## config.mk

```make
export PLATFORM = sky130hd
export DESIGN_NAME = char_stream_lexer_unit
export DESIGN_NICKNAME = d
export VERILOG_FILES = /design/src/cslx_pkg.sv /design/src/cslx_front.sv /design/src/cslx_back.sv /design/src/cslx_rspq.sv /design/src/char_stream_lexer_unit.sv
export SDC_FILE = /design/constraint.sdc
export NUM_CORES = 1
export LEC_CHECK = 0
export ABC_AREA = 0
export BUFFER_PORTS_ARGS = -buffer_cell sky130_fd_sc_hd__buf_4
export CAP_MARGIN = 20
export CORE_MARGIN = 1
export CORE_UTILIZATION = 57
export CTS_BUF_LIST = sky130_fd_sc_hd__clkbuf_16
export DETAILED_ROUTE_END_ITERATION = 10
export PLACE_DENSITY = 0.77
export SLEW_MARGIN = 20
export SYNTH_ARGS = -nofsm -noshare
export SYNTH_HDL_FRONTEND = slang
export SYNTH_HIERARCHICAL = 1
export SYNTH_SLANG_ARGS = --single-unit
```

## constraint.sdc

```tcl
create_clock -name clock -period 6.9 [get_ports clock]
set_clock_uncertainty 0.2 [all_clocks]
set_input_delay 0.345 -clock clock [delete_from_list [all_inputs] [get_ports clock]]
set_output_delay 0.345 -clock clock [all_outputs]
set_load 0.02 [all_outputs]
```

## src/cslx_pkg.sv

```systemverilog
// ----------------------------------------------------------------------------
// cslx_pkg: shared types and constants of the character stream lexer
// Character codes, class codes, token tags, queue sizes and the digit weight
// table for the fraction of a number.
// ----------------------------------------------------------------------------
package cslx_pkg;

   // default widths
   localparam int VALUE_BITS_DEF = 32;
   localparam int LINE_BITS_DEF  = 24;
   localparam int FRAC_BITS_DEF  = 16;

   // fixed widths
   localparam int CHAR_W   = 8;
   localparam int TAG_W    = 9;
   localparam int LEN_W    = 16;
   localparam int WEIGHT_W = 32;
   localparam int WIDX_W   = 4;
   localparam int CLS_W    = 4;
   localparam int MODE_W   = 4;

   // queue depths
   localparam int QDEPTH   = 4;
   localparam int RQ_DEPTH = 4;

   // characters
   localparam logic [CHAR_W-1:0] CH_TAB   = 8'd9;
   localparam logic [CHAR_W-1:0] CH_NL    = 8'd10;
   localparam logic [CHAR_W-1:0] CH_SPACE = 8'd32;
   localparam logic [CHAR_W-1:0] CH_BANG  = 8'd33;
   localparam logic [CHAR_W-1:0] CH_STAR  = 8'd42;
   localparam logic [CHAR_W-1:0] CH_DOT   = 8'd46;
   localparam logic [CHAR_W-1:0] CH_SLASH = 8'd47;
   localparam logic [CHAR_W-1:0] CH_ZERO  = 8'd48;
   localparam logic [CHAR_W-1:0] CH_NINE  = 8'd57;
   localparam logic [CHAR_W-1:0] CH_LT    = 8'd60;
   localparam logic [CHAR_W-1:0] CH_EQ    = 8'd61;
   localparam logic [CHAR_W-1:0] CH_GT    = 8'd62;
   localparam logic [CHAR_W-1:0] CH_UC_A  = 8'd65;
   localparam logic [CHAR_W-1:0] CH_UC_Z  = 8'd90;
   localparam logic [CHAR_W-1:0] CH_LC_A  = 8'd97;
   localparam logic [CHAR_W-1:0] CH_LC_Z  = 8'd122;

   // character classes
   localparam logic [CLS_W-1:0] CLS_OTHER   = 4'd0;
   localparam logic [CLS_W-1:0] CLS_BLANK   = 4'd1;
   localparam logic [CLS_W-1:0] CLS_NEWLINE = 4'd2;
   localparam logic [CLS_W-1:0] CLS_SLASH   = 4'd3;
   localparam logic [CLS_W-1:0] CLS_STAR    = 4'd4;
   localparam logic [CLS_W-1:0] CLS_DIGIT   = 4'd5;
   localparam logic [CLS_W-1:0] CLS_DOT     = 4'd6;
   localparam logic [CLS_W-1:0] CLS_LETTER  = 4'd7;
   localparam logic [CLS_W-1:0] CLS_LT      = 4'd8;
   localparam logic [CLS_W-1:0] CLS_GT      = 4'd9;
   localparam logic [CLS_W-1:0] CLS_EQ      = 4'd10;
   localparam logic [CLS_W-1:0] CLS_BANG    = 4'd11;

   // token tags
   localparam logic [TAG_W-1:0] TAG_NUM = 9'd256;
   localparam logic [TAG_W-1:0] TAG_ID  = 9'd257;
   localparam logic [TAG_W-1:0] TAG_LT  = 9'd260;
   localparam logic [TAG_W-1:0] TAG_LE  = 9'd261;
   localparam logic [TAG_W-1:0] TAG_EQ  = 9'd262;
   localparam logic [TAG_W-1:0] TAG_NE  = 9'd263;
   localparam logic [TAG_W-1:0] TAG_GE  = 9'd264;
   localparam logic [TAG_W-1:0] TAG_GT  = 9'd265;
   localparam logic [TAG_W-1:0] TAG_END = 9'd266;

   // weight index stops here, the weight is zero from then on
   localparam logic [WIDX_W-1:0] WIDX_LAST = 4'd9;

   typedef struct packed {
      logic [CHAR_W-1:0] ch;
      logic              is_end;
      logic [CLS_W-1:0]  cls;
   } item_type;

   typedef struct packed {
      logic first;
      logic second;
   } rq_wr_type;

   // weight of the n-th fraction digit in Q0.32, w(n+1) = (w(n)+5)/10
   function automatic logic [WEIGHT_W-1:0] frac_weight(input logic [WIDX_W-1:0] idx);
      logic [WEIGHT_W-1:0] w;
      unique case (idx)
         4'd0:    w = 32'h1999999A;
         4'd1:    w = 32'd42949673;
         4'd2:    w = 32'd4294967;
         4'd3:    w = 32'd429497;
         4'd4:    w = 32'd42950;
         4'd5:    w = 32'd4295;
         4'd6:    w = 32'd430;
         4'd7:    w = 32'd43;
         4'd8:    w = 32'd4;
         default: w = 32'd0;
      endcase
      return w;
   endfunction

endpackage

```

## src/cslx_front.sv

```systemverilog
// ----------------------------------------------------------------------------
// cslx_front: input side of the lexer
// Takes character words, sorts each into a character class and holds them in
// a short queue for the lexer core.
// ----------------------------------------------------------------------------
module cslx_front (
   input  logic                            clock,
   input  logic                            reset,
   input  logic                            in_valid,
   output logic                            in_ready,
   input  logic [cslx_pkg::CHAR_W-1:0]     in_ch,
   input  logic                            in_is_end,
   output logic                            item_valid,
   output cslx_pkg::item_type              item,
   input  logic                            item_pop
);

   localparam int PTR_W = $clog2(cslx_pkg::QDEPTH);
   localparam int CNT_W = $clog2(cslx_pkg::QDEPTH + 1);

   cslx_pkg::item_type queue_ff [cslx_pkg::QDEPTH];
   logic [PTR_W-1:0]   wr_ptr_ff, wr_ptr_in;
   logic [PTR_W-1:0]   rd_ptr_ff, rd_ptr_in;
   logic [CNT_W-1:0]   count_ff, count_in;
   logic               push;
   cslx_pkg::item_type new_item;

   function automatic logic [PTR_W-1:0] ptr_next(input logic [PTR_W-1:0] p);
      return (p == PTR_W'(cslx_pkg::QDEPTH - 1)) ? '0 : p + 1'b1;
   endfunction

   function automatic logic [cslx_pkg::CLS_W-1:0] classify(
      input logic [cslx_pkg::CHAR_W-1:0] c);
      logic [cslx_pkg::CLS_W-1:0] k;
      k = cslx_pkg::CLS_OTHER;
      if (c == cslx_pkg::CH_SPACE || c == cslx_pkg::CH_TAB) begin
         k = cslx_pkg::CLS_BLANK;
      end else if (c == cslx_pkg::CH_NL) begin
         k = cslx_pkg::CLS_NEWLINE;
      end else if (c == cslx_pkg::CH_SLASH) begin
         k = cslx_pkg::CLS_SLASH;
      end else if (c == cslx_pkg::CH_STAR) begin
         k = cslx_pkg::CLS_STAR;
      end else if (c >= cslx_pkg::CH_ZERO && c <= cslx_pkg::CH_NINE) begin
         k = cslx_pkg::CLS_DIGIT;
      end else if (c == cslx_pkg::CH_DOT) begin
         k = cslx_pkg::CLS_DOT;
      end else if ((c >= cslx_pkg::CH_UC_A && c <= cslx_pkg::CH_UC_Z) ||
                   (c >= cslx_pkg::CH_LC_A && c <= cslx_pkg::CH_LC_Z)) begin
         k = cslx_pkg::CLS_LETTER;
      end else if (c == cslx_pkg::CH_LT) begin
         k = cslx_pkg::CLS_LT;
      end else if (c == cslx_pkg::CH_GT) begin
         k = cslx_pkg::CLS_GT;
      end else if (c == cslx_pkg::CH_EQ) begin
         k = cslx_pkg::CLS_EQ;
      end else if (c == cslx_pkg::CH_BANG) begin
         k = cslx_pkg::CLS_BANG;
      end
      return k;
   endfunction

   assign in_ready   = (count_ff != CNT_W'(cslx_pkg::QDEPTH));
   assign push       = in_valid && in_ready;
   assign item_valid = (count_ff != '0);
   assign item       = queue_ff[rd_ptr_ff];

   always_comb begin
      new_item.ch     = in_ch;
      new_item.is_end = in_is_end;
      new_item.cls    = classify(in_ch);
      wr_ptr_in = push ? ptr_next(wr_ptr_ff) : wr_ptr_ff;
      rd_ptr_in = item_pop ? ptr_next(rd_ptr_ff) : rd_ptr_ff;
      count_in  = count_ff + CNT_W'(push) - CNT_W'(item_pop);
   end

   always_ff @(posedge clock) begin
      if (reset) begin
         wr_ptr_ff <= '0;
         rd_ptr_ff <= '0;
         count_ff  <= '0;
      end else begin
         wr_ptr_ff <= wr_ptr_in;
         rd_ptr_ff <= rd_ptr_in;
         count_ff  <= count_in;
      end
   end

   always_ff @(posedge clock) begin
      if (push) begin
         queue_ff[wr_ptr_ff] <= new_item;
      end
   end

endmodule

```

## src/cslx_back.sv

```systemverilog
// ----------------------------------------------------------------------------
// cslx_back: lexer core
// Runs the token state machine on one classified character per cycle while the result
// queue has room for two tokens, and writes up to two finished tokens into that queue.
// ----------------------------------------------------------------------------
module cslx_back #(
   parameter int  VALUE_BITS = cslx_pkg::VALUE_BITS_DEF,
   parameter int  LINE_BITS  = cslx_pkg::LINE_BITS_DEF,
   parameter int  FRAC_BITS  = cslx_pkg::FRAC_BITS_DEF,
   localparam int DATA_W     =
      ((LINE_BITS + VALUE_BITS + FRAC_BITS + cslx_pkg::LEN_W + 7) / 8) * 8,
   localparam int ENT_W      = cslx_pkg::TAG_W + DATA_W + 1
) (
   input  logic               clock,
   input  logic               reset,
   input  logic               item_valid,
   input  cslx_pkg::item_type item,
   output logic               item_pop,
   input  logic               room,
   output cslx_pkg::rq_wr_type wr,
   output logic [ENT_W-1:0]   ent0,
   output logic [ENT_W-1:0]   ent1
);

   localparam logic [cslx_pkg::MODE_W-1:0] M_IDLE       = 4'd0;
   localparam logic [cslx_pkg::MODE_W-1:0] M_SLASH      = 4'd1;
   localparam logic [cslx_pkg::MODE_W-1:0] M_LINE_CMT   = 4'd2;
   localparam logic [cslx_pkg::MODE_W-1:0] M_BLOCK_CMT  = 4'd3;
   localparam logic [cslx_pkg::MODE_W-1:0] M_BLOCK_STAR = 4'd4;
   localparam logic [cslx_pkg::MODE_W-1:0] M_INT        = 4'd5;
   localparam logic [cslx_pkg::MODE_W-1:0] M_FRAC       = 4'd6;
   localparam logic [cslx_pkg::MODE_W-1:0] M_IDENT      = 4'd7;
   localparam logic [cslx_pkg::MODE_W-1:0] M_REL        = 4'd8;

   localparam int IW       = VALUE_BITS + 4;
   localparam int PW       = cslx_pkg::WEIGHT_W + 4;
   localparam int SW       = PW + 1;
   localparam int FRAC_SH  = cslx_pkg::WEIGHT_W - FRAC_BITS;
   localparam logic [PW-1:0] RND = (PW'(1) << FRAC_SH) >> 1;
   localparam logic [VALUE_BITS-1:0]     VMAX = '1;
   localparam logic [FRAC_BITS-1:0]      FMAX = '1;
   localparam logic [LINE_BITS-1:0]      LMAX = '1;
   localparam logic [cslx_pkg::LEN_W-1:0] IDMAX = '1;

   logic [cslx_pkg::MODE_W-1:0] mode_ff, mode_in;
   logic [cslx_pkg::CHAR_W-1:0] held_ff, held_in;
   logic [LINE_BITS-1:0]        line_ff, line_in;
   logic [VALUE_BITS-1:0]       int_ff, int_in;
   logic [FRAC_BITS-1:0]        frac_ff, frac_in;
   logic [cslx_pkg::WIDX_W-1:0] widx_ff, widx_in;
   logic [cslx_pkg::LEN_W-1:0]  idcnt_ff, idcnt_in;

   logic                        fire;
   logic                        do_flush, do_start, rel_hit, end_hit, line_inc, start_push;
   logic [3:0]                  digit;
   logic [IW-1:0]               int_sum;
   logic [PW-1:0]               prod, prnd;
   logic [SW-1:0]               frac_sum;

   logic                        f_has;
   logic [cslx_pkg::TAG_W-1:0]  f_tag, rel_tag, a_tag, b_tag;
   logic [VALUE_BITS-1:0]       f_int;
   logic [FRAC_BITS-1:0]        f_frac;
   logic [cslx_pkg::LEN_W-1:0]  f_len;
   logic                        a_valid, b_valid;
   logic [ENT_W-1:0]            a_ent, b_ent;

   assign fire     = item_valid && room;
   assign item_pop = fire;
   assign digit    = item.ch[3:0];

   // digit arithmetic
   always_comb begin
      int_sum  = (IW'(int_ff) << 3) + (IW'(int_ff) << 1) + IW'(digit);
      prod     = PW'(digit) * PW'(cslx_pkg::frac_weight(widx_ff));
      prnd     = (prod + RND) >> FRAC_SH;
      frac_sum = SW'(frac_ff) + SW'(prnd);
   end

   // token pending in the current mode
   always_comb begin
      f_has  = 1'b1;
      f_tag  = '0;
      f_int  = '0;
      f_frac = '0;
      f_len  = '0;
      unique case (mode_ff)
         M_SLASH: begin
            f_tag = cslx_pkg::TAG_W'(cslx_pkg::CH_SLASH);
         end
         M_INT, M_FRAC: begin
            f_tag  = cslx_pkg::TAG_NUM;
            f_int  = int_ff;
            f_frac = frac_ff;
         end
         M_IDENT: begin
            f_tag = cslx_pkg::TAG_ID;
            f_len = idcnt_ff;
         end
         M_REL: begin
            if (held_ff == cslx_pkg::CH_LT) begin
               f_tag = cslx_pkg::TAG_LT;
            end else if (held_ff == cslx_pkg::CH_GT) begin
               f_tag = cslx_pkg::TAG_GT;
            end else begin
               f_tag = cslx_pkg::TAG_W'(held_ff);
            end
         end
         default: begin
            f_has = 1'b0;
         end
      endcase
      priority if (held_ff == cslx_pkg::CH_LT) begin
         rel_tag = cslx_pkg::TAG_LE;
      end else if (held_ff == cslx_pkg::CH_GT) begin
         rel_tag = cslx_pkg::TAG_GE;
      end else if (held_ff == cslx_pkg::CH_EQ) begin
         rel_tag = cslx_pkg::TAG_EQ;
      end else begin
         rel_tag = cslx_pkg::TAG_NE;
      end
   end

   // next state
   always_comb begin
      mode_in    = mode_ff;
      held_in    = held_ff;
      line_in    = line_ff;
      int_in     = int_ff;
      frac_in    = frac_ff;
      widx_in    = widx_ff;
      idcnt_in   = idcnt_ff;
      do_flush   = 1'b0;
      do_start   = 1'b0;
      rel_hit    = 1'b0;
      end_hit    = 1'b0;
      line_inc   = 1'b0;
      start_push = 1'b0;

      if (item.is_end) begin
         do_flush = 1'b1;
         end_hit  = 1'b1;
      end else begin
         unique case (mode_ff)
            M_SLASH: begin
               if (item.cls == cslx_pkg::CLS_SLASH) begin
                  mode_in = M_LINE_CMT;
               end else if (item.cls == cslx_pkg::CLS_STAR) begin
                  mode_in = M_BLOCK_CMT;
               end else begin
                  do_flush = 1'b1;
                  do_start = 1'b1;
               end
            end
            M_LINE_CMT: begin
               if (item.cls == cslx_pkg::CLS_NEWLINE) begin
                  line_inc = 1'b1;
                  mode_in  = M_IDLE;
               end
            end
            M_BLOCK_CMT: begin
               if (item.cls == cslx_pkg::CLS_STAR) begin
                  mode_in = M_BLOCK_STAR;
               end else if (item.cls == cslx_pkg::CLS_NEWLINE) begin
                  line_inc = 1'b1;
               end
            end
            M_BLOCK_STAR: begin
               // a run of stars stays here; a slash closes the comment, any other character goes back to the body
               if (item.cls == cslx_pkg::CLS_SLASH) begin
                  mode_in = M_IDLE;
               end else if (item.cls != cslx_pkg::CLS_STAR) begin
                  line_inc = (item.cls == cslx_pkg::CLS_NEWLINE);
                  mode_in  = M_BLOCK_CMT;
               end
            end
            M_INT: begin
               if (item.cls == cslx_pkg::CLS_DIGIT) begin
                  int_in = (int_sum > IW'(VMAX)) ? VMAX : int_sum[VALUE_BITS-1:0];
               end else if (item.cls == cslx_pkg::CLS_DOT) begin
                  mode_in = M_FRAC;
               end else begin
                  do_flush = 1'b1;
                  do_start = 1'b1;
               end
            end
            M_FRAC: begin
               if (item.cls == cslx_pkg::CLS_DIGIT) begin
                  frac_in = (frac_sum > SW'(FMAX)) ? FMAX : frac_sum[FRAC_BITS-1:0];
                  widx_in = (widx_ff == cslx_pkg::WIDX_LAST) ? widx_ff : widx_ff + 1'b1;
               end else begin
                  do_flush = 1'b1;
                  do_start = 1'b1;
               end
            end
            M_IDENT: begin
               if (item.cls == cslx_pkg::CLS_LETTER) begin
                  if (idcnt_ff != IDMAX) begin
                     idcnt_in = idcnt_ff + 1'b1;
                  end
               end else begin
                  do_flush = 1'b1;
                  do_start = 1'b1;
               end
            end
            M_REL: begin
               if (item.cls == cslx_pkg::CLS_EQ) begin
                  rel_hit = 1'b1;
               end else begin
                  do_flush = 1'b1;
                  do_start = 1'b1;
               end
            end
            default: begin
               do_start = 1'b1;
            end
         endcase
      end

      // token done: back to idle with cleared token fields
      if (do_flush || rel_hit || do_start) begin
         mode_in  = M_IDLE;
         held_in  = '0;
         int_in   = '0;
         frac_in  = '0;
         widx_in  = '0;
         idcnt_in = '0;
      end

      if (do_start) begin
         unique case (item.cls)
            cslx_pkg::CLS_BLANK: begin
            end
            cslx_pkg::CLS_NEWLINE: begin
               line_inc = 1'b1;
            end
            cslx_pkg::CLS_SLASH: begin
               mode_in = M_SLASH;
            end
            cslx_pkg::CLS_DIGIT: begin
               int_in  = VALUE_BITS'(digit);
               mode_in = M_INT;
            end
            cslx_pkg::CLS_DOT: begin
               mode_in = M_FRAC;
            end
            cslx_pkg::CLS_LETTER: begin
               idcnt_in = cslx_pkg::LEN_W'(1);
               mode_in  = M_IDENT;
            end
            cslx_pkg::CLS_LT, cslx_pkg::CLS_GT, cslx_pkg::CLS_EQ, cslx_pkg::CLS_BANG: begin
               held_in = item.ch;
               mode_in = M_REL;
            end
            default: begin
               start_push = 1'b1;
            end
         endcase
      end

      if (line_inc && line_ff != LMAX) begin
         line_in = line_ff + 1'b1;
      end

      if (end_hit) begin
         line_in = LINE_BITS'(1);
      end
   end

   // result assembly: a is the token that ends here, b the one started or the end tag
   always_comb begin
      a_valid = (do_flush && f_has) || rel_hit;
      b_valid = start_push || end_hit;
      a_tag   = rel_hit ? rel_tag : f_tag;
      b_tag   = end_hit ? cslx_pkg::TAG_END : cslx_pkg::TAG_W'(item.ch);
      a_ent   = {a_tag, DATA_W'({f_len, f_frac, f_int, line_ff}), !b_valid};
      b_ent   = {b_tag, DATA_W'(line_ff), 1'b1};
      ent0    = a_valid ? a_ent : b_ent;
      ent1    = b_ent;
      wr.first  = fire && (a_valid || b_valid);
      wr.second = fire && a_valid && b_valid;
   end

   always_ff @(posedge clock) begin
      if (reset) begin
         mode_ff  <= M_IDLE;
         held_ff  <= '0;
         line_ff  <= LINE_BITS'(1);
         int_ff   <= '0;
         frac_ff  <= '0;
         widx_ff  <= '0;
         idcnt_ff <= '0;
      end else if (fire) begin
         mode_ff  <= mode_in;
         held_ff  <= held_in;
         line_ff  <= line_in;
         int_ff   <= int_in;
         frac_ff  <= frac_in;
         widx_ff  <= widx_in;
         idcnt_ff <= idcnt_in;
      end
   end

endmodule

```

## src/cslx_rspq.sv

```systemverilog
// ----------------------------------------------------------------------------
// cslx_rspq: result queue
// Takes up to two tokens a cycle from the lexer core and hands out one word
// a cycle on the result port while the receiver is ready.
// ----------------------------------------------------------------------------
module cslx_rspq #(
   parameter int W = 8
) (
   input  logic                clock,
   input  logic                reset,
   input  cslx_pkg::rq_wr_type wr,
   input  logic [W-1:0]        din0,
   input  logic [W-1:0]        din1,
   output logic                room,
   output logic                out_valid,
   input  logic                out_ready,
   output logic [W-1:0]        dout
);

   localparam int PTR_W = $clog2(cslx_pkg::RQ_DEPTH);
   localparam int CNT_W = $clog2(cslx_pkg::RQ_DEPTH + 1);

   logic [W-1:0]     queue_ff [cslx_pkg::RQ_DEPTH];
   logic [PTR_W-1:0] wr_ptr_ff, wr_ptr_in, wr_ptr_nx;
   logic [PTR_W-1:0] rd_ptr_ff, rd_ptr_in;
   logic [CNT_W-1:0] count_ff, count_in;
   logic             pop;

   function automatic logic [PTR_W-1:0] ptr_next(input logic [PTR_W-1:0] p);
      return (p == PTR_W'(cslx_pkg::RQ_DEPTH - 1)) ? '0 : p + 1'b1;
   endfunction

   // room for a pair of tokens
   assign room      = (count_ff <= CNT_W'(cslx_pkg::RQ_DEPTH - 2));
   assign out_valid = (count_ff != '0);
   assign dout      = queue_ff[rd_ptr_ff];
   assign pop       = out_valid && out_ready;

   always_comb begin
      wr_ptr_nx = ptr_next(wr_ptr_ff);
      wr_ptr_in = wr_ptr_ff;
      if (wr.second) begin
         wr_ptr_in = ptr_next(wr_ptr_nx);
      end else if (wr.first) begin
         wr_ptr_in = wr_ptr_nx;
      end
      rd_ptr_in = pop ? ptr_next(rd_ptr_ff) : rd_ptr_ff;
      count_in  = count_ff + CNT_W'(wr.first) + CNT_W'(wr.second) - CNT_W'(pop);
   end

   always_ff @(posedge clock) begin
      if (reset) begin
         wr_ptr_ff <= '0;
         rd_ptr_ff <= '0;
         count_ff  <= '0;
      end else begin
         wr_ptr_ff <= wr_ptr_in;
         rd_ptr_ff <= rd_ptr_in;
         count_ff  <= count_in;
      end
   end

   always_ff @(posedge clock) begin
      if (wr.first) begin
         queue_ff[wr_ptr_ff] <= din0;
      end
      if (wr.second) begin
         queue_ff[wr_ptr_nx] <= din1;
      end
   end

endmodule

```

## src/char_stream_lexer_unit.sv

```systemverilog
// ----------------------------------------------------------------------------
// char_stream_lexer_unit: character stream tokenizer
// Turns a byte stream into tokens: numbers, identifiers, relational
// operators and single characters, skipping blanks and comments.
//
//   channel  dir  words          fields
//   req_     in   one char       tdata: ch; tuser: is_end
//   rsp_     out  one token      tdata: line_no, int_value, frac_value,
//                                ident_len; tuser: tag; tlast: last
//
// One character a cycle goes through the input queue into the lexer core while the
// result queue has room; the core writes up to two tokens into that four-entry queue.
// A token reaches rsp_ only after its character has passed the input queue and the result queue.
// Sustained rate is one word a cycle on each side when neither side stalls; the rsp_
// port moves one token a cycle, so characters that close one token and make another
// put two words on that port, absorbed by the result queue.
// Reset is synchronous and clears both queues and the lexer state.
// Either side may stall at any time; the core waits while the result queue
// has no room for two tokens.
// ----------------------------------------------------------------------------
module char_stream_lexer_unit #(
   parameter int  VALUE_BITS = cslx_pkg::VALUE_BITS_DEF,
   parameter int  LINE_BITS  = cslx_pkg::LINE_BITS_DEF,
   parameter int  FRAC_BITS  = cslx_pkg::FRAC_BITS_DEF,
   localparam int DATA_W     =
      ((LINE_BITS + VALUE_BITS + FRAC_BITS + cslx_pkg::LEN_W + 7) / 8) * 8,
   localparam int ENT_W      = cslx_pkg::TAG_W + DATA_W + 1
) (
   input  logic                         clock,
   input  logic                         reset,
   input  logic                         req_tvalid,
   output logic                         req_tready,
   input  logic [cslx_pkg::CHAR_W-1:0]  req_tdata,  // ch
   input  logic                         req_tuser,  // is_end
   output logic                         rsp_tvalid,
   input  logic                         rsp_tready,
   output logic [DATA_W-1:0]            rsp_tdata,  // line_no, int_value, frac_value, ident_len
   output logic [cslx_pkg::TAG_W-1:0]   rsp_tuser,  // tag
   output logic                         rsp_tlast
);

   logic                item_valid;
   cslx_pkg::item_type  item;
   logic                item_pop;
   logic                room;
   cslx_pkg::rq_wr_type wr;
   logic [ENT_W-1:0]    ent0;
   logic [ENT_W-1:0]    ent1;
   logic [ENT_W-1:0]    head;

   cslx_front u_front (
      .clock      (clock),
      .reset      (reset),
      .in_valid   (req_tvalid),
      .in_ready   (req_tready),
      .in_ch      (req_tdata),
      .in_is_end  (req_tuser),
      .item_valid (item_valid),
      .item       (item),
      .item_pop   (item_pop)
   );

   cslx_back #(
      .VALUE_BITS (VALUE_BITS),
      .LINE_BITS  (LINE_BITS),
      .FRAC_BITS  (FRAC_BITS)
   ) u_back (
      .clock      (clock),
      .reset      (reset),
      .item_valid (item_valid),
      .item       (item),
      .item_pop   (item_pop),
      .room       (room),
      .wr         (wr),
      .ent0       (ent0),
      .ent1       (ent1)
   );

   cslx_rspq #(
      .W (ENT_W)
   ) u_rspq (
      .clock     (clock),
      .reset     (reset),
      .wr        (wr),
      .din0      (ent0),
      .din1      (ent1),
      .room      (room),
      .out_valid (rsp_tvalid),
      .out_ready (rsp_tready),
      .dout      (head)
   );

   assign rsp_tuser = head[ENT_W-1 -: cslx_pkg::TAG_W];
   assign rsp_tdata = head[DATA_W:1];
   assign rsp_tlast = head[0];

endmodule

```

==> results.json <==
{
  "timing.fmax_mhz": 147.9,
  "vias": 22360,
  "async_flop_share_pct": 0,
  "power_density_mw_per_mm2": 425.4,
  "yosysTopAreaCell": "edfxtp_1",
  "clock-sinks": 586,
  "ctsRootBufferMaster": "clkbuf_16",
  "firstDrtPassIters": 5,
  "drc": 0,
  "cts_tree": "done",
  "io_buffer_count": 112,
  "timing.final.crit_share_pct": 97.98,
  "die_h_um": 250.2,
  "antenna_found_initial": 0,
  "reg2reg_to": "u_back/frac_ff[10]$_SDFFE_PP0P_",
  "avgViaCountPerCell": 6.068,
  "hold_viol": 0,
  "max_stage_delay_ns": 0.55,
  "grt_first_pass_wirelength_um": 125000,
  "whs_endpoint": "u_front/queue_ff[2][4]$_DFFE_PP_",
  "syn_area_mm2": 0.03511,
  "clock_latency_ns": 0.66,
  "synthCells": 2762,
  "crit_top_cell": "ha_1",
  "regArea_mm2": 0.01619,
  "ir_drop_uv": 258.5,
  "num_rows": 90,
  "die-width_um": 250.2,
  "htree_levels": 2,
  "layout_commonest_cell": "edfxtp_1",
  "cts_buffers": 60,
  "die_area_mm2": 0.06259,
  "dp_hpwl_um": 49810,
  "drive_gt1_share_pct": 28.97,
  "overflow": 0,
  "multiInputGateArea_mm2": 0.01786,
  "totalWireLength_um": 77860,
  "initial_core_util_pct": 57.95,
  "synth.avg_cell_area_um2": 12.71,
  "clk_pin_slew_ns": 0.06,
  "synth_warnings": 6,
  "cap_violations": 0,
  "worstPathRequired_ns": 7.22,
  "instances_no_fill": 3685,
  "slew_violations": 0,
  "leakagePower_nw": 15.36,
  "hold_depth": 2,
  "max_slew_margin_pct": 27.26,
  "num_antenna_cells": 0,
  "wl_per_cell_um": 21.13,
  "setup_violations": 0,
  "slowest_stage": "mux4_2",
  "grt_start_max_net_pins": 99,
  "synth_top_area_share_pct": 37.97,
  "run_status": "complete, no violations",
  "worstPathArrival_ns": 7.08,
  "synth-seq-cells": 586,
  "clk_path_buf_depth": 3,
  "core_mm2": 0.06058,
  "num-nets-final": 3092,
  "fin_crit_ns": 6.761,
  "final.fill_count": 4475,
  "fin_tns_setup_ns": 0,
  "first_global_vias": 23400,
  "synthFlopType": "edfxtp_1",
  "gp_congestion": 0.9006,
  "crit_buf_inv": 2,
  "layout_common_cells": "edfxtp_1 (444), mux2_2 (357), ha_1 (162)",
  "tightest_slew_ns": 1.091,
  "ys_types": 104,
  "crit_type": "reg2reg",
  "setup.worst_path.end_class": "register",
  "place_inst": 3545,
  "ys_seq_area_share_pct": 46.07,
  "critPathLaunchType": "register",
  "ant_nets": 0,
  "min_from": "req_tuser",
  "first_iter_violations": 1394,
  "synth_enable_flop_cells": 444,
  "crit_fanout": 16,
  "hold_class": "in2reg",
  "synthTopCellsByArea": "edfxtp_1 (38%), mux2_2 (11%), dfxtp_1 (8.1%), mux4_2 (7.1%), ha_1 (6.3%)",
  "cp_top_family": "compound AO/OA/AOI/OAI gates",
  "reg2reg_slack_ns": 0.14,
  "r2r_cells": 26,
  "area_growth_pct": 10.88,
  "io_pins": 113,
  "grt_usage_pct": 24.88
}
==> cell families after synthesis <==
kind of cell	after synthesis	share of synthesized area, %
AOI/OAI and AO/OA	391	7.737
muxes	508	19.84
adders and majority gates	228	9.216
xor gates and xnor gates	87	2.170
buffers and inverters	308	4.953
DFF	586	46.07
and+or+nand+nor	652	9.989
other	2	0.02139
==> worst reg2reg max path, cell delays in order (launching register included) <==
cell and delay [ns]:
dfxtp_4 0.39, buf_4 0.12, mux4_2 0.55, and2_1 0.19
fa_1 0.50, fa_1 0.50, ha_1 0.31, ha_1 0.30
a21oi_1 0.22, nand3_2 0.14, a21oi_2 0.17, nor3b_2 0.06
o21ai_0 0.19, nand2b_1 0.09, a21oi_1 0.19, xnor2_1 0.09
ha_1 0.22, fa_2 0.38, a21oi_2 0.19, o211ai_1 0.14
o21a_1 0.23, a211o_1 0.28, o31a_1 0.27, nand4_1 0.12
o211ai_2 0.11, buf_12 0.18, a221oi_1 0.30
==> cells in the mapped netlist, drive strengths merged (22+ instances only) <==
master / instances
xor2: 44
nor2: 129
nor3: 50
and3: 33
nand4: 22
clkbuf: 50
a21oi: 104
dfxtp: 142
xnor2: 43
buf: 174
mux2: 394
mux4: 111
a211oi: 26
inv: 83
ha: 177
a21o: 43
o21ai: 58
and2: 146
nand2: 138
nand3: 33
edfxtp: 444
fa: 51
==> power by group <==
part | leakage (nW) | switching [mW] | internal [mW]
clock | 1.04 | 1.40 | 1.85
combinational | 9.11 | 4.77 | 3.65
sequential | 5.21 | 0.254 | 4.64
==> flip-flops by register name, indices dropped and copies added (netlist names), 3 cells and up, named ones only <==
| signal | count |
|---|---|
| u_rspq/queue_ff | 392 |
| u_front/queue_ff | 52 |
| u_back/int_ff | 32 |
| u_back/line_ff | 24 |
| u_back/frac_ff | 16 |
| u_back/idcnt_ff | 16 |
| u_back/held_ff | 8 |
| u_back/mode_ff | 4 |
| u_back/widx_ff | 4 |
| u_front/count_ff | 3 |
| u_rspq/count_ff | 3 |
==> through the flow <==
| step | total power [mW] | hold WS, ns | cell area (um2) | setup slack (ns) | util [%] |
|---|---|---|---|---|---|
| 3_3_place_gp | 12.53 | 0.2660 | 36310 | -0.02622 | 59.93 |
| 2_1_floorplan | 10.49 | 0.2117 | 35350 | 0.03926 | - |
| 4_1_cts | 16.08 | 0.2556 | 38500 | 0.001231 | 63.55 |
| 5_1_grt | 17.61 | 0.2717 | 38930 | -0.07710 | 64.26 |
| 6_report | 16.56 | 0.2726 | 38930 | 0.1394 | 64.26 |
| 3_5_place_dp | 12.72 | 0.2746 | 36310 | -0.1012 | 59.93 |
==> how the worst max path moves through the flow <==
stage,start,end,slack (ns),cells past startpoint
2_1_floorplan,register,u_back/frac_ff[15]$_SDFFE_PP0P_,0.04,26
5_1_grt,register,u_back/frac_ff[15]$_SDFFE_PP0P_,-0.08,26
4_1_cts,register,u_back/frac_ff[5]$_SDFFE_PP0P_,0.001,27
3_5_place_dp,register,u_back/frac_ff[15]$_SDFFE_PP0P_,-0.10,25
6_report,register,u_back/frac_ff[10]$_SDFFE_PP0P_,0.14,26
3_3_place_gp,register,u_back/frac_ff[15]$_SDFFE_PP0P_,-0.03,24
==> per-layer routing <==
layer | global-route usage [%] | routed length [um] | up-vias
met1 | 32.55 | 33040 | 11200
li1 | - | - | 10470
met4 | 7.222 | 1886 | 0
met3 | 3.564 | 3800 | 118
met5 | 0 | 0 | -
met2 | 43.02 | 39130 | 579
==> area by class of cell <==
cell class	count	share of cell area, %
multi-input cells	1933	45.87
clock inverters	54	1.260
clock buffers	60	3.857
flip-flops and latches	586	41.58
inverters	84	0.8131
repair buffers	186	4.104
well taps	782	2.513
==> what timing repair did <==
item | 4_1_cts | 5_1_grt
setup endpoints to repair | 16 | 16
hold endpoints to repair | 59 | 0
pin swaps | 1 | 32
resized for setup | 6 | 67
cloned | 2 | 0
hold buffers | 13 | 0
buffers inserted | 0 | 10
(Power assumes the default switching activity.)
